### src/sv/kfcs_pkg.sv
`default_nettype none

package kfcs_pkg;

  localparam int TABLE_DEPTH = 32;
  localparam int COUNT_BITS  = 16;
  localparam int HALF_W      = 56;
  localparam int OCC_W       = 16;
  localparam int IDX_W       = $clog2(TABLE_DEPTH);
  localparam int CNT_W       = $clog2(TABLE_DEPTH + 1);

  localparam logic REQ_ADD    = 1'b0;
  localparam logic REQ_FINISH = 1'b1;

  typedef struct packed {
    logic              req_type;
    logic [HALF_W-1:0] name_high;
    logic [HALF_W-1:0] name_low;
  } req_t;

  typedef struct packed {
    logic [HALF_W-1:0] key_high;
    logic [HALF_W-1:0] key_low;
    logic [OCC_W-1:0]  occurrences;
    logic              is_entry;
    logic              overflowed;
    logic              last;
  } rsp_t;

  typedef struct packed {
    logic [HALF_W-1:0]     key_high;
    logic [HALF_W-1:0]     key_low;
    logic [COUNT_BITS-1:0] count;
  } entry_t;

  typedef enum logic [2:0] {
    SEL_KEEP,
    SEL_BUMP,
    SEL_LOAD,
    SEL_LEFT,
    SEL_RIGHT
  } cell_sel_e;

endpackage

`default_nettype wire

### src/sv/kfcs_cell.sv
`default_nettype none

module kfcs_cell (
  input  wire logic               clk_i,
  input  wire kfcs_pkg::cell_sel_e sel_i,
  input  wire kfcs_pkg::req_t     req_i,
  input  wire kfcs_pkg::entry_t   left_i,
  input  wire kfcs_pkg::entry_t   right_i,
  output kfcs_pkg::entry_t        entry_o,
  output logic                    match_o
);

  kfcs_pkg::entry_t entry_q, entry_d;

  assign entry_o = entry_q;
  assign match_o = (entry_q.key_high == req_i.name_high) &&
                   (entry_q.key_low == req_i.name_low);

  always_comb begin
    entry_d = entry_q;
    case (sel_i)
      kfcs_pkg::SEL_KEEP: entry_d = entry_q;
      kfcs_pkg::SEL_BUMP: begin
        if (entry_q.count != '1) begin
          entry_d.count = entry_q.count + kfcs_pkg::COUNT_BITS'(1);
        end
      end
      kfcs_pkg::SEL_LOAD: begin
        entry_d.key_high = req_i.name_high;
        entry_d.key_low  = req_i.name_low;
        entry_d.count    = kfcs_pkg::COUNT_BITS'(1);
      end
      kfcs_pkg::SEL_LEFT:  entry_d = left_i;
      kfcs_pkg::SEL_RIGHT: entry_d = right_i;
      default:             entry_d = entry_q;
    endcase
  end

  always_ff @(posedge clk_i) begin
    entry_q <= entry_d;
  end

endmodule

`default_nettype wire

### config.mk
export PLATFORM = sky130hd
export DESIGN_NAME = kfcs_cell
export DESIGN_NICKNAME = d
export VERILOG_FILES = /design/src/sv/kfcs_pkg.sv /design/src/sv/kfcs_cell.sv
export SDC_FILE = /design/constraint.sdc
export NUM_CORES = 1
export LEC_CHECK = 0
export BUFFER_PORTS_ARGS = -buffer_cell sky130_fd_sc_hd__buf_2
export CORE_AREA = 2 2 198 200
export DETAILED_ROUTE_END_ITERATION = 8
export DIE_AREA = 0 0 200 202
export PLACE_DENSITY = 0.41
export SYNTH_ARGS = -nofsm -noshare
export SYNTH_HDL_FRONTEND = slang
export SYNTH_SLANG_ARGS = --single-unit
### constraint.sdc
create_clock -name clk_i -period 3.4 [get_ports clk_i]
set_input_delay 0 -clock clk_i [delete_from_list [all_inputs] [get_ports clk_i]]
set_output_delay 0 -clock clk_i [all_outputs]
set_load 0.05 [all_outputs]
==> out/metrics.json <==
{
  "status": {
    "outcome": "completed"
  },
  "synthesis": {
    "postSynthAreaPerCell_um2": 10.0,
    "yosysTopAreaCellShare_pct": 51.0,
    "synth.area.top_cells": "sky130_fd_sc_hd__edfxtp_1 51%, sky130_fd_sc_hd__a22oi_1 12%, sky130_fd_sc_hd__nand2_1 11%, sky130_fd_sc_hd__xnor2_1 8.8%, sky130_fd_sc_hd__xor2_1 5.8%",
    "syn-num-nets": 1128,
    "warnings_synthesis": 0,
    "synth_area_um2": 7540,
    "synth_cell_types": 25,
    "synth_seq_cells": 128,
    "ys_seq_area_share_pct": 51.0,
    "post_synth_inst_count": 754,
    "synth_area_leader_cell": "sky130_fd_sc_hd__edfxtp_1"
  },
  "clock_tree": {
    "cts.repair.resized": 0,
    "cts-htree-levels": 4,
    "cts_hold_repair.buffers": 294,
    "cts_tree": "yes",
    "ctsLongestPathBuffers": 2,
    "insertion_delay_ps": 430,
    "root_buffer": "sky130_fd_sc_hd__clkbuf_16",
    "cts.sink_count": 128,
    "clkSlewWorstSetupHoldPaths_ps": 60,
    "tritoncts.num_buffers": 17,
    "post_cts_buffers": 0
  },
  "layout": {
    "nNetsFinal": 1909,
    "final_core_util_pct": 37.0,
    "synthesis_to_layout_area_growth_pct": 88.1,
    "nFillCells": 4039,
    "final-instance-count-excl-fill": 2069,
    "layout_commonest_cell": "sky130_fd_sc_hd__buf_2",
    "seqCellArea_um2": 3840,
    "most-common-layout-cells": "500 x sky130_fd_sc_hd__buf_2, 294 x sky130_fd_sc_hd__dlygate4sd3_1, 229 x sky130_fd_sc_hd__nand2_1, 128 x sky130_fd_sc_hd__edfxtp_1, 118 x sky130_fd_sc_hd__a22oi_1",
    "area_occupied_by_multi_input_gates_um2": 3500,
    "max_reg_flops": 128,
    "drive_above_1_share_pct": 35.0
  },
  "die": {
    "die-area_um2": 40400,
    "std_cell_rows": 72,
    "ioPinCount": 502,
    "initial_core_util_pct": 19.7,
    "fp.dieW_um": 200,
    "coreArea_um2": 38300,
    "die_height_um": 202
  },
  "critical_path": {
    "critical_path_peak_fanout": 2,
    "r2r_start": "entry_o[0]",
    "critPathArrivalTime_ps": 2690,
    "crit_path_from": "entry_o[94]",
    "critical_path.endpoint_type": "output pin",
    "worstSetupPathType": "flop to output pin",
    "critPathLaunchType": "flop",
    "required_ps": 3400
  },
  "sta": {
    "min_period_ps": 2690,
    "timing.final.max_slew_violations": 0,
    "tightest_slew_ps": 914,
    "fin_setup_tns_ps": 0,
    "postLayoutSetupSlackWorst_ps": 705,
    "rsz0062_at_grt": "no",
    "final-hold-violation-count": 0,
    "slew-limit-headroom_pct": 38.5,
    "min_period_over_period_pct": 79.3,
    "fin_worst_hold_slack_ps": 42.1,
    "fin_skew_ps": 4.08,
    "final-setup-viol-count": 0,
    "fmax_mhz": 371
  },
  "global_routing": {
    "antenna_found_initial": 6,
    "global_route_wire_length_before_repair_mm": 52.1,
    "first_global_vias": 9017,
    "groute.usage.overall_pct": 17.6,
    "grt_start_max_net_pins": 67,
    "global_route.overflow_total": 0
  },
  "routing": {
    "remaining_drc_errors": 0,
    "drt_first_pass_iters": 5,
    "viasPerCell": 4.24,
    "routed_wire_length_per_instance_um": 17.8,
    "antenna_violation_net_count_after_detailed_routing": 0,
    "routed_wl_mm": 36.8,
    "initial_detailed_routing_violation_count": 274,
    "vias": 8764
  },
  "placement": {
    "port_buffers": 500,
    "dp_slack_ps": 1100,
    "place_inst": 1740,
    "globalplace.congestion": 0.790,
    "hpwlAfterDp_mm": 28.2
  },
  "power_and_ir_drop": {
    "power_density_nw_per_um2": 431,
    "vdd.ir_drop.worst_uv": 343,
    "total_leakage_power_uw": 0.00620
  },
  "worst_hold_path": {
    "holdCritPathClass": "input port to flop",
    "timing.hold.worst.start": "left_i[0]"
  },
  "flow_run": {
    "drv_cap": 0
  }
}
-- layout make-up --
type | instances | share of cell area, %
timing repair buffer | 804 | 39.2
clock inverter | 13 | 1.19
clock buffer | 19 | 3.05
antenna | 3 | 0.0529
sequential | 128 | 27.1
tap | 518 | 4.57
multi-input combinational | 578 | 24.7
inverter | 6 | 0.176
-- metrics by stage --
step           instance area, um^2  power, uW
6_report                     14200       6120
5_1_grt                      14200       6410
4_1_cts                      14200       6200
3_5_place_dp                 10600       3860
3_3_place_gp                 10600       3850
2_1_floorplan                 7540       3160
-- cell usage after synthesis (all sizes together) --
master / instances
nand2: 229
edfxtp: 128
a22oi: 118
xnor2: 76
xor2: 50
buf: 31
nand4: 21
nor4: 17
nor2: 16
a21oi: 15
clkbuf: 11
nand3: 7
o21ai: 7
a221oi: 6
inv: 6
a211oi: 3
mux2i: 3
nor3: 3
and3: 2
and4: 2
a31o: 1
and2: 1
ha: 1
-- layer usage --
metal  up-vias  track usage (%)  routed length [um]
li1       4309                -                   -
met1      4104             20.7               15500
met2       323             31.8               18600
met3        26             3.74                2200
met4         2             5.13                 460
met5         -                0                  17
-- critical path, cell delays in order (launching register included) --
cell	delay (ps)
sky130_fd_sc_hd__edfxtp_1	420
sky130_fd_sc_hd__xor2_1	220
sky130_fd_sc_hd__nor4_1	630
sky130_fd_sc_hd__buf_4	240
sky130_fd_sc_hd__nand4_1	100
sky130_fd_sc_hd__nor4_1	310
sky130_fd_sc_hd__buf_2	340
-- cells by family after synthesis --
family          synth area share (%)
simple gates                    16.6
compound gates                  14.3
flops                           51.0
xor+xnor                        14.6
buf+inv                         2.91
mux                            0.398
fa+ha+maj                      0.166
-- report_power, final --
group          internal [uW]  total [uW]  switching (uW)  leakage (uW)
Combinational            804        2070            1260       0.00470
Clock                   1210        1960             744      0.000287
Sequential              1970        2090             124       0.00122
-- worst paths after layout --
kind	slack, ps	endpoint	cells after the start
worst max-delay path	710	match_o	6
worst min-delay path	40	entry_o[0]	5
worst max register to register	1160	entry_o[4]	7
worst min register to register	730	entry_o[13]	2
Note: power is estimated with default switching activity, not from simulation.
